`config.mk`:
```
export PLATFORM = sky130hd
export DESIGN_NAME = zxr_ram
export DESIGN_NICKNAME = d
export VERILOG_FILES = /design/src/sv/zxr_ram.sv
export SDC_FILE = /design/constraint.sdc
export NUM_CORES = 2
export LEC_CHECK = 0
export BUFFER_PORTS_ARGS = -buffer_cell sky130_fd_sc_hd__buf_4
export CAP_MARGIN = 10
export CELL_PAD_IN_SITES_DETAIL_PLACEMENT = 1
export CELL_PAD_IN_SITES_GLOBAL_PLACEMENT = 1
export CORE_MARGIN = 3
export CORE_UTILIZATION = 30
export DETAILED_ROUTE_END_ITERATION = 7
export PLACE_DENSITY = 0.55
export SYNTH_ARGS = -nofsm -noshare
export SYNTH_HDL_FRONTEND = slang
export SYNTH_SLANG_ARGS = --single-unit
```
`constraint.sdc`:
```
create_clock -name clk -period 5.05 [get_ports clk]
set_clock_uncertainty 0.1 [all_clocks]
set_input_delay 1.515 -clock clk [delete_from_list [all_inputs] [get_ports clk]]
set_output_delay 1.515 -clock clk [all_outputs]
set_load 0.01 [all_outputs]
```
`src/sv/zxr_ram.sv`:
```
// Generic RAM: one write port, two read ports, registered read data.
// No dependencies.
module zxr_ram #(
	parameter int unsigned WIDTH = 8,
	parameter int unsigned DEPTH = 256
) (
	input  logic                     clk,
	input  logic                     we,
	input  logic [$clog2(DEPTH)-1:0] waddr,
	input  logic [WIDTH-1:0]         wdata,
	input  logic [$clog2(DEPTH)-1:0] raddr_a,
	input  logic [$clog2(DEPTH)-1:0] raddr_b,
	output logic [WIDTH-1:0]         rdata_a,
	output logic [WIDTH-1:0]         rdata_b
);

	logic [WIDTH-1:0] mem_q [DEPTH];

	always_ff @(posedge clk) begin
		if (we) begin
			mem_q[waddr] <= wdata;
		end
		rdata_a <= mem_q[raddr_a];
		rdata_b <= mem_q[raddr_b];
	end

endmodule

```
==> key figures <==
Status
  – Status: completed

Synthesis
  – Most area-consuming cells after synthesis: edfxtp_1, mux4_2, mux2i_1
  – Sequential area share after synthesis: 63.7%
  – Synth warn: 0
  – Flops & latches, synth: 2064
  – Distinct cells, synth: 65
  – Top cells by count, synth: edfxtp_1, mux4_2, nor2_1
  – Syn Nets: 4881
  – Yosys top cell area share: 63.4%
  – Top FF cell, synth: edfxtp_1
  – Top-count cell post-synth: edfxtp_1
  – Largest area contributor in the netlist: edfxtp_1
  – Cells after synthesis: 4847
  – Async S/R FF share, synth: 0%
  – Mean Syn Cell Area: 20.0 um2
  – EDFF count, synth: 2048
  – Synth Cell Area: 0.0970 mm2

Worst setup path
  – Data arrival, critical path: 4.88 ns
  – WP data required: 5.69 ns
  – Critical path startpoint category: input port
  – CP Max Fanout: 36
  – CP Capture Type: flip-flop
  – Worst setup path startpoint: raddr_a[1]
  – Setup CP Type: input port to flip-flop
  – Reg2Reg Launch Point: mem_q[47][7]

Die
  – Placeable Area: 0.321 mm2
  – Die extent in y: 575 um
  – Die ar.: 0.330 mm2
  – Starting Density: 30.2%
  – Rows: 208
  – Top Ports: 50
  – DIE WIDTH: 575 um

Power
  – Leakage Power: 35.8 nW
  – PD cells: 351 mW/mm2
  – Maximum VDD drop: 0.262 mV
  – Total power: 0.0398 W

Layout
  – Fraction of layout cells with a size suffix above 1: 37.9%
  – P&R area growth vs syn: 16.9%
  – Final instance area: 0.113 mm2
  – Finished Layout Cells: 9826
  – Layout Nets: 5358
  – Util after Layout: 35.3%

Global route
  – GR Overflow Total: 0
  – Largest net degree at the start of global routing: 129
  – Vias in the first global route: 57900
  – Global-route wire length before repair: 490 mm
  – Initial antenna violation count: 29
  – Total GRT Usage: 21.1%

STA
  – Worst-Margin Slew: 1.29 ns
  – Hold WS: 0.886 ns
  – Final worst path period share: 84.0%
  – Fin. Hold Viols: 0
  – Final Slew Violations: 0
  – RSZ-0062 raised after global routing: false
  – Minimum clock period: 4.24 ns
  – Final setup fails: 0
  – Slew Limit Headroom: 14.1%
  – Fmax: 0.236 GHz

Clock network
  – CTS Hold Buffers Added: 0
  – CTS max path bufs: 4
  – Reg clk slew, reported paths: 0.06 ns
  – CTS tree: done
  – Root Buffer: clkbuf_16
  – Clock Sinks: 2064
  – H-tree levels: 4
  – Post_cts resized: 0
  – # Post-CTS Setup Buffers: 0
  – Num CTS Buffers: 230
  – Skew-Pair Late Insertion Delay: 0.92 ns

Routing
  – WL/cell: 36.0 um
  – DR vias: 56200
  – Final wirelength: 354 mm
  – Detailed-route vias per instance: 5.72
  – Iter 0 DRT Violations: 6791
  – Routed Antenna Nets: 0
  – 1st-pass router iterations: 6
  – DRC viols: 0

Hold path
  – Hold Path Origin: wdata[1]
  – Worst min path class: input port to flip-flop

Job
  – # Max-Cap Violations: 0

Placed design
  – Final Wtd Congestion: 0.875
  – Inst Count DP: 9397
  – Count of buffers from port buffering: 49
  – Area after DPL: 0.106 mm2
  – DP Wirelength: 241 mm
## routing by layer
layer  track usage, %  vias to the layer above  part of all wire [%]
li1                 -                    22000                     -
met1             29.2                    31100                    41
met2             33.8                     2526                    47
met3             3.77                      503                   7.7
met4             6.44                       14                   3.5
met5                0                        -                 0.027
## worst max-delay path, stage by stage
cell and delay, ns:
buf_8 0.33, buf_12 0.26, buf_4 0.31, mux4_2 0.34, a22o_1 0.24, o21ai_1 0.20, o21ai_0 0.37, a221oi_1 1.13
nor4_1 0.09
## logic make-up after synthesis
kind of cell	share of synthesized area (%)
multiplexers	27.3
AND/OR/NAND/NOR	2.70
buffers and inverters	2.73
AO/OA/AOI/OAI	3.54
flip-flops	63.7
## final cells by class
cell class | count | area, um2
inverters | 6 | 26.3
clock buffers | 278 | 6010
fillers | 31500 | 208000
repair buffers | 640 | 5940
flip-flops and latches | 2064 | 61800
well taps | 4305 | 5390
multi-input cells | 2382 | 32600
clock inverters | 139 | 1590
diodes | 12 | 30.0
## worst paths after layout
check,slack [ns],cells past startpoint,endpoint
setup / recovery,0.81,9,rdata_a[7]
hold / removal,0.89,1,mem_q[204][1]
setup reg to reg,1.87,6,rdata_a[7]
hold reg to reg,1.03,6,rdata_b[5]
## cells in the final DEF (no fill, tap or decap), types with 7 or more instances in the layout
cell	n
o221ai_1	65
nor2_1	297
a211oi_1	28
nand4_1	13
and2_1	12
clkinv_2	39
nor3_1	21
mux2i_1	236
clkinvlp_4	13
a221o_1	10
mux2_2	38
a2bb2oi_1	9
a22o_1	22
clkinv_1	47
nor3b_1	7
a22oi_1	62
dfxtp_1	16
buf_12	83
a21oi_1	78
diode_2	12
a221oi_1	32
nand3_1	49
nand2b_1	9
o21ai_0	34
buf_8	8
edfxtp_1	2048
o211ai_1	13
nor2b_1	26
o31ai_1	10
clkbuf_16	231
clkbuf_1	42
o22ai_1	48
buf_4	542
clkbuf_8	10
bufinv_16	32
nand2_1	113
mux4_2	1051
## state kept, by name, indices dropped and copies added (netlist names)
signal	flops
rdata_a	8
rdata_b	8
mem_q	2048
## report_power, final
part	switching [W]	leakage, nW	internal (W)
logic	0.00216	13.5	0.00139
registers	0.0000966	18.5	0.0189
clock network	0.00718	3.68	0.0101
## stage by stage
stage,setup TNS (ns),setup slack (ns)
2_1_floorplan,0,1.39
3_3_place_gp,-0.754,-0.388
3_5_place_dp,-0.195,-0.195
4_1_cts,0,0.792
5_1_grt,0,0.744
6_report,0,0.806
Note: power is estimated with default switching activity, not from simulation.
