`src/sv/zxr_pkg.sv`:
```
// Shared types, constants and address helpers for the screen renderer.
// No dependencies; every other file except zxr_ram takes names from here by scope.
package zxr_pkg;

	localparam int unsigned SCR_BYTES    = 6912;
	localparam int unsigned BITMAP_BYTES = 6144;
	localparam int unsigned SCR_ROWS     = 192;
	localparam int unsigned ADDR_W       = 13;

	localparam logic [7:0] LEVEL_NORMAL = 8'd170;
	localparam logic [7:0] LEVEL_BRIGHT = 8'd255;

	localparam logic CMD_STORE  = 1'b0;
	localparam logic CMD_RENDER = 1'b1;

	typedef struct packed {
		logic              command;
		logic [ADDR_W-1:0] byte_address;
		logic [7:0]        byte_value;
		logic [7:0]        pixel_row;
		logic [4:0]        char_column;
	} zxr_in_t;

	typedef struct packed {
		logic [7:0] red;
		logic [7:0] green;
		logic [7:0] blue;
		logic [7:0] pixel_x;
		logic [7:0] pixel_y;
		logic       last_of_run;
	} zxr_out_t;

	// One render job waiting for the pixel stage.
	typedef struct packed {
		logic [7:0] bits;
		logic [7:0] attr;
		logic [7:0] row;
		logic [4:0] col;
	} zxr_entry_t;

	// Screen memory access issued by the front end.
	typedef struct packed {
		logic              we;
		logic [ADDR_W-1:0] waddr;
		logic [7:0]        wdata;
		logic [ADDR_W-1:0] raddr_bits;
		logic [ADDR_W-1:0] raddr_attr;
	} zxr_ram_req_t;

	// Interleaved bitmap address of pixel row y, character column col.
	function automatic logic [ADDR_W-1:0] bitmap_addr(input logic [7:0] y,
			input logic [4:0] col);
		bitmap_addr = {y[7:6], y[2:0], y[5:3], col};
	endfunction

	// Attribute address of the 8x8 cell holding row y, column col.
	function automatic logic [ADDR_W-1:0] attr_addr(input logic [7:0] y,
			input logic [4:0] col);
		attr_addr = ADDR_W'(BITMAP_BYTES) + ADDR_W'({y[7:3], col});
	endfunction

endpackage

```
`src/sv/zxr_queue.sv`:
```
// Small job queue between front end and pixel stage.
// Depends on zxr_pkg for the entry type.
module zxr_queue #(
	parameter int unsigned DEPTH = 2
) (
	input  logic                           clk,
	input  logic                           arst_n,
	input  logic                           push,
	input  zxr_pkg::zxr_entry_t            push_entry,
	input  logic                           pop,
	output logic                           head_valid,
	output zxr_pkg::zxr_entry_t            head,
	output logic [$clog2(DEPTH+1)-1:0]     count
);

	localparam int unsigned PW = (DEPTH > 1) ? $clog2(DEPTH) : 1;
	localparam int unsigned CW = $clog2(DEPTH + 1);

	zxr_pkg::zxr_entry_t ent_q [DEPTH];
	logic [PW-1:0]       wr_ptr_q;
	logic [PW-1:0]       rd_ptr_q;
	logic [CW-1:0]       count_q;
	logic                do_pop;

	function automatic logic [PW-1:0] next_ptr(input logic [PW-1:0] p);
		next_ptr = (p == PW'(DEPTH - 1)) ? '0 : p + PW'(1);
	endfunction

	assign do_pop     = pop && (count_q != '0);
	assign head_valid = count_q != '0;
	assign head       = ent_q[rd_ptr_q];
	assign count      = count_q;

	always_ff @(posedge clk or negedge arst_n) begin
		if (!arst_n) begin
			wr_ptr_q <= '0;
			rd_ptr_q <= '0;
			count_q  <= '0;
		end else begin
			if (push) begin
				wr_ptr_q <= next_ptr(wr_ptr_q);
			end
			if (do_pop) begin
				rd_ptr_q <= next_ptr(rd_ptr_q);
			end
			if (push && !do_pop) begin
				count_q <= count_q + CW'(1);
			end else if (!push && do_pop) begin
				count_q <= count_q - CW'(1);
			end
		end
	end

	always_ff @(posedge clk) begin
		if (push) begin
			ent_q[wr_ptr_q] <= push_entry;
		end
	end

endmodule

```
`config.mk`:
```
export PLATFORM = sky130hd
export DESIGN_NAME = zxr_queue
export DESIGN_NICKNAME = d
export VERILOG_FILES = /design/src/sv/zxr_pkg.sv /design/src/sv/zxr_queue.sv
export SDC_FILE = /design/constraint.sdc
export NUM_CORES = 1
export LEC_CHECK = 0
export BUFFER_PORTS_ARGS = -buffer_cell sky130_fd_sc_hd__buf_2
export CAP_MARGIN = 10
export CORE_ASPECT_RATIO = 0.7
export CORE_UTILIZATION = 45
export DETAILED_ROUTE_END_ITERATION = 16
export HOLD_SLACK_MARGIN = 0.03
export PLACE_DENSITY_LB_ADDON = 0.25
export SLEW_MARGIN = 20
export SYNTH_ARGS = -nofsm -noshare
export SYNTH_HDL_FRONTEND = slang
export SYNTH_SLANG_ARGS = --single-unit
```
`constraint.sdc`:
```
create_clock -name clk -period 2.4 [get_ports clk]
set_clock_uncertainty 0.1 [all_clocks]
set_input_delay 0.24 -clock clk [delete_from_list [all_inputs] [get_ports clk]]
set_output_delay 0.24 -clock clk [all_outputs]
set_load 0.02 [all_outputs]
```
==> impl_results.md <==
* Core area at between 4000 and 5000 sq um
* M1 WL at about 1800 um
* Leakage at 1.36 nW
* RSZ-0062 raised after global routing: no
* Clk Tree Root Cell: clkbuf_8
* I/O Buffers at 64
* Worst-Skew Late Latency at 0.33 ns
* DPL Wire Length at 2510 um
* Pin count of the biggest net entering global routing at 30
* Fin crit share at 85.3%
* CP cell instances: buf_12, mux2_4, buf_2
* VDD IR max at approximately 0.55 mV
* Syn Area/Cell at 22.9 sq um
* Highest Signal Layer: met4
* Worst EP arrival at 1.71 ns
* Final nets at 245
* Post-DR wirelength/cell at 14.6 um
* Vert. Die Dim at 63.1 um
* Final setup viols at 0
* Filler cell count at about 350
* Placed Cells at 238
* Outcome: completed
* Starting density of the core at between 40 and 50%
* Row count at 21
* Fin Setup TNS at 0 ns
* Register bit total from synthesis at 62
* Syn Inst Count at 105
* Initial antenna violation count at 0
* CP Capture Type: primary output
* CP top delay family: flip-flops
* Vias in the first global route at between 1000 and 1500
* Gp weighted congestion at around 0.68
* Clk network pwr share at 22.0%
* Die X at a little under 90 um
* Internal Power at 2.56 mW
* Final WL at 4170 um
* Buf/Inv on CP at 2
* DR vias/cell at 4.54
* Met2 routed wirelength at just over 2000 um
* CP max-delay cell: dfrtp_2
* Setup CP Type: register to primary output
* N_diodes at 0
* Synthesized Nets at around 140
* Max Slew Vio Count at 0
* Post-Route Utilization at between 60% and 70%
* Via count at between 1000 and 1500
* CTS H-tree depth at 3
* First-pass GRT wire length at 6150 um
* Startpoint Class: register
* CP max stage delay at 0.63 ns
* Seq/Total Area, Yosys at approximately 77%
* CTS sink count at 62
* Min Tclk post-route at around 2.0 ns
* Total gr overflow at 0
* HP Class: input port to register
* Io pins at 65
* ANT nets after route at 0
* Total die area at 5640 sq um
* Gate power share at 35.8%
* Worst EP required at 2.06 ns
* DRT Pass-1 Iters at 4
* Relative slew margins at between 70% and 80%
* TritonCTS clock tree: yes
* Commonest non-fill, non-tap cells in the layout: 64 x buf_2, 58 x edfxtp_1, 31 x dlygate4sd3_1
* Synthesized cell area at 2400 sq um
* CTS resizes at 0
* Finished Layout Cells at 285
* Area grow syn2layout at 37.5%
* Max-cap violations at 0
* CTS Buf Count at 9
* Total GRT Usage at 16.0%
* Most common cell after layout, fill and taps aside: buf_2
* Hold Vio Cnt, Final at 0
* Slew @ Worst Pin at 0.428 ns
* Yosys warns at 0
* Yosys cell types at 12
* Net Sw Power at 1.19 mW
* Sw frac at 31.8%
* Met3 wire len at 292 um
* Number of remaining DRC errors at 0
* Layout cells sized above 1 at 51.9%
* Clock-pin slew on the worst setup and hold paths at 0.06 ns
* Clock Tree Buf Depth at 2
* Post-layout power at 3.75 mW
* Maximum net fanout on the critical path at 18
* Initial DRC count at 46
* Max frequency at 0.489 GHz
* Pwr dens at 1130 nW/um^2
* Flop pwr share at 42.1%
routing by layer:
metal | track usage, % | vias up
li1 | - | 619
met1 | 15.7 | 616
met2 | 28.1 | 51
met3 | 9.44 | 7
met4 | 4.76 | 0
met5 | 0 | -
cells by family after synthesis:
family | synth area share [%]
buffers and inverters | 1.41
DFF | 76.6
xor gates and xnor gates | 1.82
muxes | 18.1
and+or+nand+nor | 1.51
adders and majority gates | 0.520
flip-flops by register name (all words and copies together), names as in the netlist:
signal / flops
ent_q: 58
wr_ptr_q: 1
rd_ptr_q: 1
count: 2
worst min-delay path, delay by kind of cell:
family / cells / cell delay (ns)
XOR/XNOR: 1 / 0.07
buffers and inverters: 1 / 0.12
AND/OR/NAND/NOR: 1 / 0.06
through the flow:
stage | hold slack, ns | area (sq um) | setup WS (ns)
6_report | 0.0889 | 3300 | 0.354
5_1_grt | 0.0813 | 3300 | 0.278
4_1_cts | 0.0708 | 3300 | 0.323
3_5_place_dp | -0.0451 | 2820 | 0.694
3_3_place_gp | -0.0505 | 2820 | 0.730
2_1_floorplan | -0.156 | 2400 | 0.172
cell type report:
cell class / instances / area, sq um / share of cell area (%)
flip-flops and latches: 62 / 1840 / 55.8
clock buffers: 9 / 124 / 3.75
clock inverters: 7 / 55.1 / 1.67
repair buffers: 98 / 666 / 20.1
multi-input cells: 40 / 531 / 16.1
well taps: 69 / 86.3 / 2.61
power groups by stage:
stage	clock network (mW)	logic, mW	registers, mW
floorplan	0	1.00	1.56
global placement	0	1.29	1.59
detailed placement	0	1.31	1.61
CTS	0.846	1.36	1.59
global route	0.901	1.42	1.60
finish	0.826	1.34	1.58
cell usage after synthesis, drive strengths merged:
| cell type | number | share of area [%] |
|---|---|---|
| edfxtp | 58 | 72 |
| mux2 | 29 | 18 |
| dfrtp | 4 | 4.2 |
| buf | 3 | 1.4 |
| xor2 | 3 | 1.1 |
| xnor2 | 2 | 0.73 |
| and2 | 1 | 0.26 |
| ha | 1 | 0.52 |
| nand2 | 1 | 0.47 |
| nor2 | 1 | 0.16 |
| nor2b | 1 | 0.26 |
| or2 | 1 | 0.36 |
final timing paths:
check,depth (start not counted),slack [ns],from,to
hold reg to reg,1,0.42,count[1],count[1]
max in group asynchronous,2,1.91,arst_n,rd_ptr_q
min in group asynchronous,2,0.15,arst_n,wr_ptr_q
setup reg to reg,5,0.90,count[0],count[1]
hold / removal,3,0.09,pop,rd_ptr_q
setup / recovery,3,0.35,rd_ptr_q,head[10]
what timing repair did:
item	in CTS	in global routing
setup buffers	0	0
hold buffers	31	0
endpoints found under the hold margin	63	0
Note: power is estimated with default switching activity, not from simulation.
