## src/sv/zxr_pkg.sv

```systemverilog
// Shared types, constants and address helpers for the screen renderer.
// No dependencies; every other file except zxr_ram takes names from here by scope.
package zxr_pkg;

	localparam int unsigned SCR_BYTES    = 6912;
	localparam int unsigned BITMAP_BYTES = 6144;
	localparam int unsigned SCR_ROWS     = 192;
	localparam int unsigned ADDR_W       = 13;

	localparam logic [7:0] LEVEL_NORMAL = 8'd170;
	localparam logic [7:0] LEVEL_BRIGHT = 8'd255;

	localparam logic CMD_STORE  = 1'b0;
	localparam logic CMD_RENDER = 1'b1;

	typedef struct packed {
		logic              command;
		logic [ADDR_W-1:0] byte_address;
		logic [7:0]        byte_value;
		logic [7:0]        pixel_row;
		logic [4:0]        char_column;
	} zxr_in_t;

	typedef struct packed {
		logic [7:0] red;
		logic [7:0] green;
		logic [7:0] blue;
		logic [7:0] pixel_x;
		logic [7:0] pixel_y;
		logic       last_of_run;
	} zxr_out_t;

	// One render job waiting for the pixel stage.
	typedef struct packed {
		logic [7:0] bits;
		logic [7:0] attr;
		logic [7:0] row;
		logic [4:0] col;
	} zxr_entry_t;

	// Screen memory access issued by the front end.
	typedef struct packed {
		logic              we;
		logic [ADDR_W-1:0] waddr;
		logic [7:0]        wdata;
		logic [ADDR_W-1:0] raddr_bits;
		logic [ADDR_W-1:0] raddr_attr;
	} zxr_ram_req_t;

	// Interleaved bitmap address of pixel row y, character column col.
	function automatic logic [ADDR_W-1:0] bitmap_addr(input logic [7:0] y,
			input logic [4:0] col);
		bitmap_addr = {y[7:6], y[2:0], y[5:3], col};
	endfunction

	// Attribute address of the 8x8 cell holding row y, column col.
	function automatic logic [ADDR_W-1:0] attr_addr(input logic [7:0] y,
			input logic [4:0] col);
		attr_addr = ADDR_W'(BITMAP_BYTES) + ADDR_W'({y[7:3], col});
	endfunction

endpackage

```

## src/sv/zxr_back.sv

```systemverilog
// Pixel stage: takes one job from the queue and emits its eight pixels,
// one per clock, through an output register. Depends on zxr_pkg.
module zxr_back (
	input  logic                 clk,
	input  logic                 arst_n,
	input  logic                 head_valid,
	input  zxr_pkg::zxr_entry_t  head,
	output logic                 pop,
	output logic                 strobe,
	output zxr_pkg::zxr_out_t    result
);

	logic                act_q;
	logic [2:0]          idx_q;
	zxr_pkg::zxr_entry_t ent_q;
	logic                strobe_q;
	zxr_pkg::zxr_out_t   res_q;
	zxr_pkg::zxr_out_t   pix;
	logic                at_end;

	logic       set;
	logic [2:0] colour;
	logic [7:0] level;

	assign at_end = act_q && (idx_q == 3'd7);
	assign pop    = head_valid && (!act_q || at_end);

	always_comb begin
		set    = ent_q.bits[3'd7 - idx_q];
		colour = set ? ent_q.attr[2:0] : ent_q.attr[5:3];
		level  = ent_q.attr[6] ? zxr_pkg::LEVEL_BRIGHT : zxr_pkg::LEVEL_NORMAL;
		pix.red         = colour[1] ? level : 8'd0;
		pix.green       = colour[2] ? level : 8'd0;
		pix.blue        = colour[0] ? level : 8'd0;
		pix.pixel_x     = {ent_q.col, idx_q};
		pix.pixel_y     = ent_q.row;
		pix.last_of_run = idx_q == 3'd7;
	end

	always_ff @(posedge clk or negedge arst_n) begin
		if (!arst_n) begin
			act_q    <= 1'b0;
			idx_q    <= '0;
			strobe_q <= 1'b0;
		end else begin
			strobe_q <= act_q;
			if (pop) begin
				act_q <= 1'b1;
				idx_q <= '0;
			end else if (at_end) begin
				act_q <= 1'b0;
			end else if (act_q) begin
				idx_q <= idx_q + 3'd1;
			end
		end
	end

	always_ff @(posedge clk) begin
		if (pop) begin
			ent_q <= head;
		end
		if (act_q) begin
			res_q <= pix;
		end
	end

	assign strobe = strobe_q;
	assign result = res_q;

endmodule

```

## config.mk

```make
export PLATFORM = sky130hd
export DESIGN_NAME = zxr_back
export DESIGN_NICKNAME = d
export VERILOG_FILES = /design/src/sv/zxr_pkg.sv /design/src/sv/zxr_back.sv
export SDC_FILE = /design/constraint.sdc
export NUM_CORES = 1
export LEC_CHECK = 0
export ABC_CLOCK_PERIOD_IN_PS = 5200
export BUFFER_PORTS_ARGS = -buffer_cell sky130_fd_sc_hd__buf_2
export CAP_MARGIN = 20
export CORE_MARGIN = 10
export CORE_UTILIZATION = 52
export CTS_CLUSTER_DIAMETER = 30
export CTS_CLUSTER_SIZE = 8
export DETAILED_ROUTE_END_ITERATION = 16
export HOLD_SLACK_MARGIN = 0.1
export PLACE_DENSITY = 0.94
export SYNTH_ARGS = -nofsm -noshare
export SYNTH_HDL_FRONTEND = slang
export SYNTH_SLANG_ARGS = --single-unit
```

## constraint.sdc

```tcl
create_clock -name clk -period 5.2 [get_ports clk]
set_input_delay 0 -clock clk [delete_from_list [all_inputs] [get_ports clk]]
set_output_delay 0 -clock clk [all_outputs]
set_load 0.01 [all_outputs]
```

==> results.md <==
- Die width: 83.0 um
- Sinks on Clock Net: 56
- Slew margin rel.: 40.9%
- Post-DP HPWL: 2650 um
- Setup bufs post-CTS: 0
- RSZ-0062 raised after global routing: false
- Arrival @ worst endpoint: 2.35 ns
- Total wire length: 3890 um
- Die area: 6880 sq um
- Worst-margin pin slew: 0.886 ns
- Vias in the first global route: 1244
- Syn_nets: 139
- Required time worst endpoint: 5.20 ns
- Clock tree buffer depth: 2
- Area grow syn2layout: 34.1%
- TritonCTS clock tree: yes
- Crit path buf inv count: 1
- Initial antenna violation count: 1
- Max-Cap Viols: 0
- # fillers: 252
- Post-synth EDFFs: 51
- Largest net degree at the start of global routing: 30
- Status: complete, no violations
- Crit Path Category: reg -> out
- Post-route ant nets: 0
- Clk Latency, worst-skew pair: 0.30 ns
- Critical-path top delay cell: and2_1
- Post-layout min period: 2.35 ns
- Total Nets Final: 231
- # IOs: 75
- Avg Inst Size Synth: 19.6 sq um
- Chip Height: 83.0 um
- CP Max Fanout: 16
- Clk network pwr share: 19.2%
- Via count: 1134
- Total congestion overflow: 0
- Clk slew on worst S/H paths: 0.08 ns
- DRT iter0 DRCs: 49
- Core Area: 3740 sq um
- Total chip power: 1.38 mW
- Max Fclk: 426 MHz
- CP endpoint kind: primary output
- Synth area leader: edfxtp_1
- CTS H-tree depth: 2
- Period utilisation layout: 45.1%
- Detailed Routing Iterations Pass 1: 4
- Ys async rst share: 8.93%
- Via density: 4.59
- Switch share: 29.4%
- Yosys top cell area share: 74.3%
- Pint: 977 uW
- Syn Std Cell Area: 2060 sq um
- LEAKAGE: 1.18 nW
- CP most frequent cell: ha_1
- Synthesis-stage register bit count: 56
- Root Driver: clkbuf_8
- Hold Crit Class: in -> reg
- CTS Buf Count: 5
- Syn Inst Count: 105
- Cell family with the largest share of critical-path delay: simple AND/OR/NAND/NOR gates
- Net Sw Power: 407 uW
- Flop pwr share: 51.7%
- Starting density of the core: 55.0%
- Worst path cell trace: ha_1, ha_1, nand2b_1, and2_1, buf_2
- Final max-slew violation count: 0
- PD cells: 501 nW/um^2
- Layout cells sized above 1: 42.9%
- Endpoints failing setup: 0
- Final Hold Vio Count: 0
- Delay of the slowest cell on the worst path: 0.64 ns
- First-pass GRT wire length: 6200 um
- Top area cells in the synthesized netlist: edfxtp_1, buf_4, dfrtp_1
- Utilization after layout: 73.8%
- Library cells used by synthesis: 14
- Total GRT Usage: 11.4%
- Port bufs: 73
- Main synth FF type: edfxtp_1
- Placer Congestion: 0.757
- Gate power share: 29.1%
- Row cnt: 22
- Peak VDD IR: 0.000412 V
- Post-Route Setup TNS: 0 ns
- Synthesis warning total: 0
- Worst Clk Skew: 0.00262 ns
- Seq/Total Area, Yosys: 80.4%
- Drt drc: 0
- Critical Path Start Type: register
- WL/cell: 15.8 um
==> metal layers <==
| layer | share of wire, % | track usage (%) | vias to the layer above |
|---|---|---|---|
| met4 | 2.1 | 4.92 | 0 |
| met3 | 12 | 7.52 | 9 |
| met5 | 0 | 0 | - |
| met1 | 34 | 10.6 | 514 |
| met2 | 52 | 19.2 | 60 |
| li1 | - | - | 551 |
==> cell usage after synthesis (2+ instances only) <==
master	instances
edfxtp_1	51
buf_4	18
mux2i_1	8
nand2_1	6
dfrtp_1	5
mux2_4	3
buf_6	2
ha_1	2
inv_1	2
nand2b_1	2
nand3b_1	2
o21ai_0	2
==> power groups by stage <==
stage	clock [mW]	combinational, mW	sequential (mW)
floorplan	0	0.284	0.751
global placement	0	0.373	0.723
detailed placement	0	0.383	0.730
CTS	0.272	0.403	0.720
global route	0.293	0.440	0.737
finish	0.266	0.403	0.716
==> stage by stage <==
| step | worst slack, ns | cells | area, sq um | hold slack (ns) |
|---|---|---|---|---|
| final | 2.85 | 247 | 2760 | 0.396 |
| after global routing | 2.68 | 247 | 2760 | 0.388 |
| after CTS | 2.45 | 245 | 2750 | 0.389 |
| after detailed placement | 2.72 | 206 | 2330 | -0.179 |
| after global placement | 2.80 | 206 | 2330 | -0.186 |
| after floorplan | 3.08 | 105 | 2060 | -0.296 |
==> layout make-up <==
| cell class | count | area [sq um] | share of cell area (%) |
|---|---|---|---|
| inverters | 2 | 7.51 | 0.272 |
| well taps | 48 | 60.1 | 2.17 |
| clock buffers | 6 | 72.6 | 2.63 |
| clock inverters | 2 | 35.0 | 1.27 |
| diodes | 1 | 2.50 | 0.0905 |
| repair buffers | 105 | 691 | 25.0 |
| flip-flops and latches | 56 | 1660 | 59.9 |
| multi-input cells | 27 | 239 | 8.65 |
==> what timing repair did <==
item	in CTS	in global routing
resized for setup	0	0
hold endpoints to repair	37	0
hold buffers	31	0
==> final timing paths <==
kind / startpoint / to / slack (ns) / cells past startpoint
max in group asynchronous: arst_n / idx_q[0]$_DFFE_PN0P_ / 4.42 / 3
min in group asynchronous: arst_n / idx_q[2]$_DFFE_PN0P_ / 0.59 / 3
setup reg to reg: idx_q[0]$_DFFE_PN0P_ / ent_q[6]$_DFFE_PP_ / 2.89 / 5
setup / recovery: idx_q[0]$_DFFE_PN0P_ / pop / 2.85 / 5
hold / removal: head[5] / ent_q[5]$_DFFE_PP_ / 0.40 / 2
hold reg to reg: ent_q[6]$_DFFE_PP_ / result[2]$_DFFE_PP_ / 0.42 / 0
==> cells by family (layout without fill, tap and decap cells) <==
group | after synthesis | after routing | share of synthesized area (%)
flip-flops | 56 | 56 | 80.4
buffers and inverters | 22 | 115 | 8.01
multiplexers | 12 | 12 | 7.16
AND/OR/NAND/NOR | 11 | 11 | 2.73
adder cells (fa/ha/maj) | 2 | 2 | 1.21
AO/OA/AOI/OAI | 2 | 2 | 0.486
other | 0 | 1 | 0
==> layout by cell type, fill, tap and decap left out <==
| cell | instances |
|---|---|
| buf_2 | 73 |
| edfxtp_1 | 51 |
| dlygate4sd3_1 | 31 |
| mux2i_1 | 8 |
| nand2_1 | 6 |
| dfrtp_1 | 5 |
| clkbuf_8 | 5 |
| mux2_4 | 3 |
| nand2b_1 | 2 |
| inv_1 | 2 |
| nand3b_1 | 2 |
| o21ai_0 | 2 |
| ha_1 | 2 |
| diode_2 | 1 |
| and2_1 | 1 |
| mux4_2 | 1 |
| bufinv_16 | 1 |
| clkinv_2 | 1 |
| clkbuf_1 | 1 |
| buf_8 | 1 |
==> sequential cells by signal, summed over array words and instances, names as in the netlist <==
register / cells
act_q: 1
ent_q: 28
idx_q: 3
result: 23
strobe: 1
==> worst register-to-register path, stage by stage, from the launching register on <==
cell,delay (ns)
dfrtp_1,0.53
ha_1,0.22
ha_1,0.16
nand2b_1,0.24
and2_1,0.64
buf_8,0.24
No activity file was read; power rests on OpenSTA's default activity.
