==> config.mk <==
export PLATFORM = sky130hd
export DESIGN_NAME = zxr_front
export DESIGN_NICKNAME = d
export VERILOG_FILES = /design/src/sv/zxr_pkg.sv /design/src/sv/zxr_front.sv
export SDC_FILE = /design/constraint.sdc
export NUM_CORES = 1
export LEC_CHECK = 0
export BUFFER_PORTS_ARGS = -buffer_cell sky130_fd_sc_hd__buf_2
export CAP_MARGIN = 10
export CORE_MARGIN = 3
export CORE_UTILIZATION = 25
export DETAILED_ROUTE_END_ITERATION = 12
export PLACE_DENSITY_LB_ADDON = 0.12
export SLEW_MARGIN = 0
export SYNTH_ARGS = -nofsm -noshare
export SYNTH_HDL_FRONTEND = slang
export SYNTH_SLANG_ARGS = --single-unit
export TNS_END_PERCENT = 10
==> constraint.sdc <==
create_clock -name clk -period 2.2 [get_ports clk]
set_clock_uncertainty 0.15 [all_clocks]
set_input_delay 0.44 -clock clk [delete_from_list [all_inputs] [get_ports clk]]
set_output_delay 0.44 -clock clk [all_outputs]
set_load 0.005 [all_outputs]
==> src/sv/zxr_pkg.sv <==
// Shared types, constants and address helpers for the screen renderer.
// No dependencies; every other file except zxr_ram takes names from here by scope.
package zxr_pkg;

	localparam int unsigned SCR_BYTES    = 6912;
	localparam int unsigned BITMAP_BYTES = 6144;
	localparam int unsigned SCR_ROWS     = 192;
	localparam int unsigned ADDR_W       = 13;

	localparam logic [7:0] LEVEL_NORMAL = 8'd170;
	localparam logic [7:0] LEVEL_BRIGHT = 8'd255;

	localparam logic CMD_STORE  = 1'b0;
	localparam logic CMD_RENDER = 1'b1;

	typedef struct packed {
		logic              command;
		logic [ADDR_W-1:0] byte_address;
		logic [7:0]        byte_value;
		logic [7:0]        pixel_row;
		logic [4:0]        char_column;
	} zxr_in_t;

	typedef struct packed {
		logic [7:0] red;
		logic [7:0] green;
		logic [7:0] blue;
		logic [7:0] pixel_x;
		logic [7:0] pixel_y;
		logic       last_of_run;
	} zxr_out_t;

	// One render job waiting for the pixel stage.
	typedef struct packed {
		logic [7:0] bits;
		logic [7:0] attr;
		logic [7:0] row;
		logic [4:0] col;
	} zxr_entry_t;

	// Screen memory access issued by the front end.
	typedef struct packed {
		logic              we;
		logic [ADDR_W-1:0] waddr;
		logic [7:0]        wdata;
		logic [ADDR_W-1:0] raddr_bits;
		logic [ADDR_W-1:0] raddr_attr;
	} zxr_ram_req_t;

	// Interleaved bitmap address of pixel row y, character column col.
	function automatic logic [ADDR_W-1:0] bitmap_addr(input logic [7:0] y,
			input logic [4:0] col);
		bitmap_addr = {y[7:6], y[2:0], y[5:3], col};
	endfunction

	// Attribute address of the 8x8 cell holding row y, column col.
	function automatic logic [ADDR_W-1:0] attr_addr(input logic [7:0] y,
			input logic [4:0] col);
		attr_addr = ADDR_W'(BITMAP_BYTES) + ADDR_W'({y[7:3], col});
	endfunction

endpackage

==> src/sv/zxr_front.sv <==
// Front end: accepts commands, writes stores, issues screen reads for renders
// and pushes finished lookups into the job queue. Depends on zxr_pkg.
module zxr_front #(
	parameter int unsigned QUEUE_DEPTH = 2
) (
	input  logic                               clk,
	input  logic                               arst_n,
	input  logic                               start,
	output logic                               busy,
	input  zxr_pkg::zxr_in_t                   item,
	input  logic [$clog2(QUEUE_DEPTH+1)-1:0]   q_count,
	output zxr_pkg::zxr_ram_req_t              ram_req,
	input  logic [7:0]                         bits_rd,
	input  logic [7:0]                         attr_rd,
	output logic                               push,
	output zxr_pkg::zxr_entry_t                push_entry
);

	localparam int unsigned CW = $clog2(QUEUE_DEPTH + 1);

	logic       accept;
	logic       render_ok;
	logic       valid_s1;
	logic [7:0] row_s1;
	logic [4:0] col_s1;
	logic [CW:0] pending;

	// Count the lookup in flight against the queue's free room.
	assign pending = {1'b0, q_count} + (CW+1)'(valid_s1);
	assign busy    = pending >= (CW+1)'(QUEUE_DEPTH);
	assign accept  = start && !busy;

	assign render_ok = accept && (item.command == zxr_pkg::CMD_RENDER) &&
		(item.pixel_row < 8'(zxr_pkg::SCR_ROWS));

	always_comb begin
		ram_req.we = accept && (item.command == zxr_pkg::CMD_STORE) &&
			(item.byte_address < zxr_pkg::ADDR_W'(zxr_pkg::SCR_BYTES));
		ram_req.waddr      = item.byte_address;
		ram_req.wdata      = item.byte_value;
		ram_req.raddr_bits = zxr_pkg::bitmap_addr(item.pixel_row, item.char_column);
		ram_req.raddr_attr = zxr_pkg::attr_addr(item.pixel_row, item.char_column);
	end

	always_ff @(posedge clk or negedge arst_n) begin
		if (!arst_n) begin
			valid_s1 <= 1'b0;
		end else begin
			valid_s1 <= render_ok;
		end
	end

	always_ff @(posedge clk) begin
		if (render_ok) begin
			row_s1 <= item.pixel_row;
			col_s1 <= item.char_column;
		end
	end

	assign push            = valid_s1;
	assign push_entry.bits = bits_rd;
	assign push_entry.attr = attr_rd;
	assign push_entry.row  = row_s1;
	assign push_entry.col  = col_s1;

endmodule

==> results.sh, run 1 <==
export IMPL_period_needed_ns=1.856
export IMPL_clock_tree_root_cell="clkbuf_8"
export IMPL_postCtsResizedCells=0
export IMPL_drive_gt1_frac=0.7449
export IMPL_crit_buf_inv=1
export IMPL_cp_end_kind="primary output"
export IMPL_htreeDepth=1
export IMPL_synth_top_area_frac=0.5000
export IMPL_hold_class="in -> reg"
export IMPL_critPathMaxStageDelay_ns=0.39
export IMPL_critPathKind="reg -> out"
export IMPL_worstPathMaxFanout=2
export IMPL_cp_required_ns=1.61
export IMPL_vias=534
export IMPL_numCtsBuffers=3
export IMPL_n_fill_cell=376
export IMPL_finalSetupViolCount=0
export IMPL_place_congestion=0.7187
export IMPL_power_frac_comb=0.130
export IMPL_p_per_area_mw_per_mm2=635.8
export IMPL_yosysWarnings=0
export IMPL_fp_row_count=21
export IMPL_dieArea_sq_mm=0.004558
export IMPL_clkSlewWorstSetupHoldPaths_ns=0.06
export IMPL_avgRoutedWirePerCell_um=12.13
export IMPL_io_pins=135
export IMPL_synth_area_sq_um=945.9
export IMPL_portBuffers=67
export IMPL_first_iter_violations=13
export IMPL_synth_cell_types=10
export IMPL_yosys_area_top_type="buf_4"
export IMPL_drt_pass1_iter_count=4
export IMPL_grt_max_degree=15
export IMPL_area_growth_pct=-1.455
export IMPL_worstPathArrival_ns=1.27
export IMPL_synthCells=87
export IMPL_hold_violations=0
export IMPL_rsz0062_at_grt="false"
export IMPL_via_per_inst=3.708
export IMPL_fp_dieH_um=67.51
export IMPL_cts_tree="done"
export IMPL_clockPowerShare=0.363
export IMPL_numClockSinks=14
export IMPL_p_leak_nw=0.4636
export IMPL_seq_power_share=0.507
export IMPL_slowest_stage="dfrtp_1"
export IMPL_switchingPower_mw=0.1243
export IMPL_antenna_left=0
export IMPL_slew_violations=0
export IMPL_synth_area_per_cell_sq_um=10.87
export IMPL_clock_latency_ns=0.24
export IMPL_die_x_um=67.51
export IMPL_ys_seq_area_frac=0.4392
export IMPL_min_period_over_period=0.8438
export IMPL_drv_cap=0
export IMPL_start_kind="flip-flop"
export IMPL_cpLargestDelayFamily="flip-flops"
export IMPL_post_route_drc_count=0
export IMPL_swShare=0.2098
export IMPL_ys_ff_latch=14
export IMPL_post_cts_buffers=0
export IMPL_dp_cells=139
export IMPL_worstPathCellList="a21oi_2 -> nand2_1 -> a311oi_2 -> buf_2"
export IMPL_clk_path_buf_depth=2
export IMPL_grt_pass1_wl_um=2201
export IMPL_antenna_found_initial=0
export IMPL_status="finished clean"
export IMPL_cts_hold_buf=1
export IMPL_initial_utilization=0.2707
export IMPL_intPower_mw=0.4684
export IMPL_finalSetupTns_ns=0
export IMPL_antenna_cells=0
export IMPL_finalWirelength_um=1747
export IMPL_synth_area_top_cells="buf_4 50%, edfxtp_1 41%, dfrtp_1 2.6%, a311oi_2 1.6%, nand2_1 1.2%"
export IMPL_grt_pass1_vias=460
export IMPL_grt_overflow_total=0
export IMPL_fin_cells=144
export IMPL_dp_hpwl_um=1450
export IMPL_num_nets_final=155
export IMPL_placed_area_sq_um=877.1
export IMPL_grtUsageTotal=0.06919
export IMPL_core_area_sq_mm=0.003495
export IMPL_fmax_ghz=0.5387
export IMPL_peakVddDrop_v=0.0001444
export IMPL_fin_area_sq_um=932.1
## power groups by stage
stage / clock, mW / sequential, mW / combinational [mW]
global placement: 0 / 0.306 / 0.0775
finish: 0.215 / 0.301 / 0.0770
CTS: 0.229 / 0.301 / 0.0790
global route: 0.248 / 0.301 / 0.0862
detailed placement: 0 / 0.306 / 0.0775
floorplan: 0 / 0.308 / 0.101
## kinds of logic (layout without fill, tap and decap cells)
kind of cell	after synthesis	count (layout)	synth area share
other cells	2	3	0.007939
buf+inv	64	74	0.5040
compound gates	3	3	0.03307
flops	14	14	0.4391
simple gates	4	4	0.01587
## synthesized netlist by cell type, drive strengths merged
master and count:
buf 63, edfxtp 13, nand2 3, conb 2, a21o 1, a21oi 1, a311oi 1, dfrtp 1
inv 1, nor2 1
## worst register-to-register path, stage by stage, from the launching register on
cell and delay (ns):
dfrtp_1 0.39, a21oi_2 0.15, nand2_1 0.10, nor2_1 0.11, buf_4 0.23
## final timing paths
kind	end	depth (start not counted)	from	slack (ns)
worst max register to register	col_s1[3]	4	push	0.78
min in group asynchronous	push	2	arst_n	0.35
max in group asynchronous	push	2	arst_n	1.47
worst max-delay path	ram_req[47]	4	push	0.34
worst min-delay path	row_s1[0]	1	item[5]	0.23
worst min register to register	push	4	push	0.67
## stage by stage
stage	util	hold slack (ns)	total power, mW	worst slack (ns)
after global placement	0.2510	0.06573	0.3838	0.4836
final	0.2667	0.2328	0.5927	0.3437
after CTS	0.2667	0.2231	0.6090	0.3071
after detailed placement	0.2510	0.06606	0.3837	0.4336
after floorplan	-	-0.005591	0.4090	0.4070
after global routing	0.2667	0.2117	0.6354	0.2610
## sequential cells by signal, summed over array words and instances (netlist names)
name and count:
row_s1 8, push 1, col_s1 5
## metal layers
layer / wire, um / global-route usage / vias up
li1: - / - / 236
met1: 511 / 0.06039 / 229
met2: 850 / 0.1118 / 61
met3: 350 / 0.04493 / 8
met4: 34 / 0.05316 / 0
met5: 0 / 0 / -
## final cells by class
class                           count  area [sq um]  area share
Multi-Input combinational cell     10         57.56     0.06174
Clock buffer                        4         45.04     0.04832
Timing Repair Buffer               69         352.8      0.3785
Tap cell                           46         57.56     0.06174
Sequential cell                    14         415.4      0.4456
Inverter                            1         3.754    0.004027
## layout by cell type (no fill, tap or decap)
cell,count
inv_1,1
dlygate4sd3_1,1
conb_1,3
a21o_1,1
buf_2,67
dfrtp_1,1
a311oi_2,1
edfxtp_1,13
buf_4,1
nor2_1,1
a21oi_2,1
clkbuf_8,3
clkbuf_1,1
nand2_1,3
Note: power is estimated with default switching activity, not from simulation.
==> inputs of run 2 (changes only) <==
- clock period: 2.2 -> 1.7 ns (I/O delays scaled with it)
==> results.sh, run 2 (same netlist as run 1, synthesis figures left out) <==
export IMPL_hold_violations=0
export IMPL_slowest_stage="dfrtp_1"
export IMPL_clock_latency_ns=0.24
export IMPL_period_needed_ns=1.675
export IMPL_portBuffers=67
export IMPL_seq_area_sq_um=415.4
export IMPL_status="finished clean"
export IMPL_cpLargestDelayFamily="flip-flops"
export IMPL_dp_cells=139
export IMPL_cp_required_ns=1.21
export IMPL_fin_cells=146
export IMPL_cts_tree="done"
export IMPL_fmax_ghz=0.5970
export IMPL_worstHoldStart="item[7]"
export IMPL_grt_pass1_vias=438
export IMPL_via_per_inst=3.630
export IMPL_grt_pass1_wl_um=2125
export IMPL_r2r_slack_ns=0.20
export IMPL_numCtsBuffers=3
export IMPL_grt_overflow_total=0
export IMPL_drv_cap=0
export IMPL_antenna_left=0
export IMPL_crit_start="push"
export IMPL_crit_buf_inv=1
export IMPL_fp_row_count=21
export IMPL_die_x_um=67.51
export IMPL_hold_class="in -> reg"
export IMPL_fp_dieH_um=67.51
export IMPL_clock_tree_root_cell="clkbuf_8"
export IMPL_largest_register="row_s1"
export IMPL_timing_rr_end="row_s1[0]"
export IMPL_crit_end="ram_req[47]"
export IMPL_htreeDepth=1
export IMPL_crit_cells=4
export IMPL_numClockSinks=14
export IMPL_dieArea_sq_mm=0.004558
export IMPL_clkSlewWorstSetupHoldPaths_ns=0.05
export IMPL_postCtsResizedCells=0
export IMPL_grt_max_degree=15
export IMPL_start_kind="flip-flop"
export IMPL_layout_common_cells="67 x buf_2, 13 x edfxtp_1, 3 x nand2_1, 3 x conb_1, 3 x clkbuf_8"
export IMPL_critPathMaxStageDelay_ns=0.39
export IMPL_num_nets_final=157
export IMPL_area_growth_pct=1.720
export IMPL_initial_utilization=0.2707
export IMPL_first_iter_violations=3
export IMPL_drive_gt1_frac=0.7600
export IMPL_n_fill_cell=381
export IMPL_finalSetupViolCount=0
export IMPL_core_area_sq_mm=0.003495
export IMPL_dp_hpwl_um=1424
export IMPL_place_congestion=0.5639
export IMPL_p_leak_nw=0.4761
export IMPL_rsz0062_at_grt="true"
export IMPL_p_per_area_mw_per_mm2=803.9
export IMPL_post_route_drc_count=0
export IMPL_r2r_start="push"
export IMPL_hold_ws_ns=0.1413
export IMPL_placed_area_sq_um=892.1
export IMPL_vias=530
export IMPL_finalSetupTns_ns=0
export IMPL_drt_pass1_iter_count=2
export IMPL_fin_area_sq_um=962.2
export IMPL_peakVddDrop_v=0.0002109
export IMPL_layout_commonest_cell="buf_2"
export IMPL_grtUsageTotal=0.06637
export IMPL_io_pins=135
export IMPL_min_period_over_period=0.9853
export IMPL_worstPathArrival_ns=1.19
export IMPL_cp_end_kind="primary output"
export IMPL_largest_reg_flops=8
export IMPL_worstPathCellList="a21oi_2 -> nand2_1 -> a311oi_2 -> buf_2"
export IMPL_slew_violations=0
export IMPL_worst_slack_ns=0.02499
export IMPL_pre_cts_ws_ns=0.1307
export IMPL_antenna_found_initial=0
export IMPL_reg2reg_depth=5
export IMPL_avgRoutedWirePerCell_um=11.61
export IMPL_clk_path_buf_depth=2
export IMPL_antenna_cells=0
export IMPL_multi_input_area_sq_um=60.06
export IMPL_finalWirelength_um=1695
export IMPL_worstPathMaxFanout=2
export IMPL_critPathKind="reg -> out"
run 2: cell count changes in the layout (fill, tap and decap cells not counted):
| cell | change |
|---|---|
| buf_12 | +1 |
| buf_4 | +1 |
| nor2_1 | -1 |
| nor2_2 | +1 |
run 2: worst min-delay path by stage:
stage / to / slack [ns] / cells past startpoint
after floorplan: push / -0.11 / 0
after global placement: push / -0.03 / 1
after detailed placement: push / -0.03 / 1
after CTS: col_s1[2] / 0.13 / 1
after global routing: col_s1[1] / 0.13 / 1
final: row_s1[2] / 0.14 / 1
run 2: stage by stage:
stage                     utilization  power (mW)
after floorplan                     -      0.5298
after global placement         0.2553      0.5002
after detailed placement       0.2553      0.5006
after CTS                      0.2753      0.7954
after global routing           0.2753      0.8266
final                          0.2753      0.7735
run 2: layout make-up:
cell class / count / share of cell area
clock buffer: 4 / 0.04681
multi-input combinational: 10 / 0.06242
inverter: 1 / 0.003901
timing repair buffer: 71 / 0.3953
sequential: 14 / 0.4317
tap: 46 / 0.05982
run 2: layer usage:
metal	global-route usage	part of all wire
met5	0	0
met4	0.06076	0.053
met3	0.04493	0.21
met2	0.09964	0.44
met1	0.05924	0.29
run 2: power breakdown:
| part | total (mW) | internal [mW] | leakage (nW) | switching [mW] |
|---|---|---|---|---|
| combinational | 0.107 | 0.0589 | 0.321 | 0.0476 |
| sequential | 0.389 | 0.387 | 0.132 | 0.00183 |
| clock | 0.278 | 0.165 | 0.0228 | 0.113 |
run 2: repair_timing:
action / in CTS / in global routing
hold endpoints to repair: 1 / 0
buffers inserted: 2 / 0
pin swaps: 3 / 0
hold buffers: 1 / 0
setup endpoints to repair: 1 / 1
==> inputs of run 3 (changes only) <==
- ABC_AREA: default -> 1
==> results.sh, run 3 <==
export IMPL_status="finished clean"
export IMPL_yosys_area_top_type="buf_4"
export IMPL_cp_end_kind="primary output"
export IMPL_finalPower_mw=0.7622
export IMPL_yosysWarnings=0
export IMPL_slowest_stage="dfrtp_1"
export IMPL_finalWirelength_um=1676
export IMPL_layout_common_cells="67 x buf_2, 13 x edfxtp_1, 5 x nand2_1"
export IMPL_largest_register="row_s1"
export IMPL_fin_cells=150
export IMPL_final_util=0.2696
export IMPL_dp_hpwl_um=1357
export IMPL_critPathMaxStageDelay_ns=0.38
export IMPL_htreeDepth=1
export IMPL_clock_tree_root_cell="clkbuf_8"
export IMPL_drv_cap=0
export IMPL_portBuffers=67
export IMPL_critPathKind="reg -> out"
export IMPL_clk_path_buf_depth=2
export IMPL_io_pins=135
export IMPL_antenna_cells=0
export IMPL_worstHoldStart="item[7]"
export IMPL_ys_seq_area_frac=0.4346
export IMPL_placed_area_sq_um=887.1
export IMPL_r2r_slack_ns=0.39
export IMPL_synth_area_top_cells="buf_4 49%, edfxtp_1 41%, dfrtp_1 2.6%, nand2_1 2.0%, conb_1 0.79%"
export IMPL_synth_cell_types=12
export IMPL_vias=559
export IMPL_cpLargestDelayFamily="flip-flops"
export IMPL_antenna_left=0
export IMPL_slew_violations=0
export IMPL_p_per_area_mw_per_mm2=809.0
export IMPL_first_iter_violations=7
export IMPL_start_kind="flip-flop"
export IMPL_fmax_ghz=0.6803
export IMPL_grt_pass1_wl_um=2111
export IMPL_worst_slack_ns=0.2301
export IMPL_fin_area_sq_um=942.2
export IMPL_seq_area_sq_um=415.4
export IMPL_worstPathArrival_ns=0.98
export IMPL_drt_pass1_iter_count=3
export IMPL_crit_buf_inv=1
export IMPL_crit_cells=4
export IMPL_hold_ws_ns=0.1402
export IMPL_n_fill_cell=369
export IMPL_r2r_start="push"
export IMPL_worstPathMaxFanout=3
export IMPL_synth_flop_cell="edfxtp_1"
export IMPL_async_flop_share=0.07143
export IMPL_numClockSinks=14
export IMPL_hold_path_depth=1
export IMPL_drive_gt1_frac=0.7019
export IMPL_finalSetupTns_ns=0
export IMPL_cts_tree="done"
export IMPL_place_congestion=0.6314
export IMPL_grt_max_degree=15
export IMPL_grt_pass1_vias=486
export IMPL_pre_cts_ws_ns=0.3213
export IMPL_grtUsageTotal=0.06379
export IMPL_antenna_found_initial=0
export IMPL_initial_utilization=0.2735
export IMPL_num_nets_final=161
export IMPL_clkSlewWorstSetupHoldPaths_ns=0.05
export IMPL_clock_latency_ns=0.24
export IMPL_yosysMostFrequentCell="buf_4"
export IMPL_area_growth_pct=-1.440
export IMPL_reg2reg_depth=4
export IMPL_largest_reg_flops=8
export IMPL_timing_rr_end="row_s1[2]"
export IMPL_fp_dieH_um=67.84
export IMPL_core_area_sq_mm=0.003495
export IMPL_synth_edf_count=13
export IMPL_dieArea_sq_mm=0.004602
export IMPL_min_period_over_period=0.8647
export IMPL_post_route_drc_count=0
export IMPL_numCtsBuffers=3
export IMPL_synth_top_area_frac=0.4948
export IMPL_peakVddDrop_v=0.0005135
export IMPL_synth_area_sq_um=955.9
export IMPL_ys_ff_latch=14
export IMPL_synth_common_cells="63 x buf_4, 13 x edfxtp_1, 5 x nand2_1"
export IMPL_dp_cells=145
export IMPL_hold_violations=0
export IMPL_p_leak_nw=0.4795
export IMPL_post_cts_buffers=0
export IMPL_fp_row_count=21
export IMPL_rsz0062_at_grt="false"
export IMPL_multi_input_area_sq_um=60.06
export IMPL_period_needed_ns=1.470
export IMPL_worstPathCellList="nand2_2 -> nand4_1 -> nor2_1 -> buf_2"
export IMPL_hold_class="in -> reg"
export IMPL_via_per_inst=3.727
export IMPL_min_to="row_s1[2]"
export IMPL_finalSetupViolCount=0
export IMPL_die_x_um=67.84
export IMPL_synthCells=93
export IMPL_cp_required_ns=1.21
export IMPL_grt_overflow_total=0
export IMPL_layout_commonest_cell="buf_2"
export IMPL_avgRoutedWirePerCell_um=11.17
export IMPL_synth_area_per_cell_sq_um=10.28
## run 3: power breakdown
part           total [mW]  leakage (nW)  internal [mW]  switching, mW
clock network       0.273        0.0228          0.165          0.107
logic               0.100         0.325         0.0535         0.0465
registers           0.390         0.132          0.387        0.00238
## run 3: timing repair
item,CTS,global route
endpoints found under the hold margin,1,0
resized for setup,0,0
hold buffers,1,0
## run 3: how the worst max path moves through the flow
| stage | from | endpoint | slack, ns |
|---|---|---|---|
| finish | push | ram_req[47] | 0.23 |
| global route | push | ram_req[47] | 0.14 |
| CTS | push | ram_req[47] | 0.21 |
| detailed placement | q_count[0] | col_s1[3] | 0.32 |
| global placement | q_count[0] | row_s1[3] | 0.34 |
| floorplan | push | col_s1[0] | 0.04 |
## run 3: per-layer routing
layer	up-vias	wire, um	track usage
met4	0	47	0.03970
met3	10	404	0.05583
met1	230	539	0.05482
met2	70	685	0.09842
li1	249	-	-
met5	-	0	0
## run 3: cell families after synthesis
| group | Yosys count | share of synthesized area |
|---|---|---|
| simple gates | 10 | 0.04582 |
| other cells | 2 | 0.007856 |
| buf+inv | 66 | 0.5065 |
| flops | 14 | 0.4345 |
| compound gates | 1 | 0.005231 |
## run 3: final cells by class
type	instances	share of cell area
sequential	14	0.4409
timing repair buffer	69	0.3745
multi-input combinational	14	0.06374
tap	46	0.06109
clock buffer	4	0.04781
inverter	3	0.01195
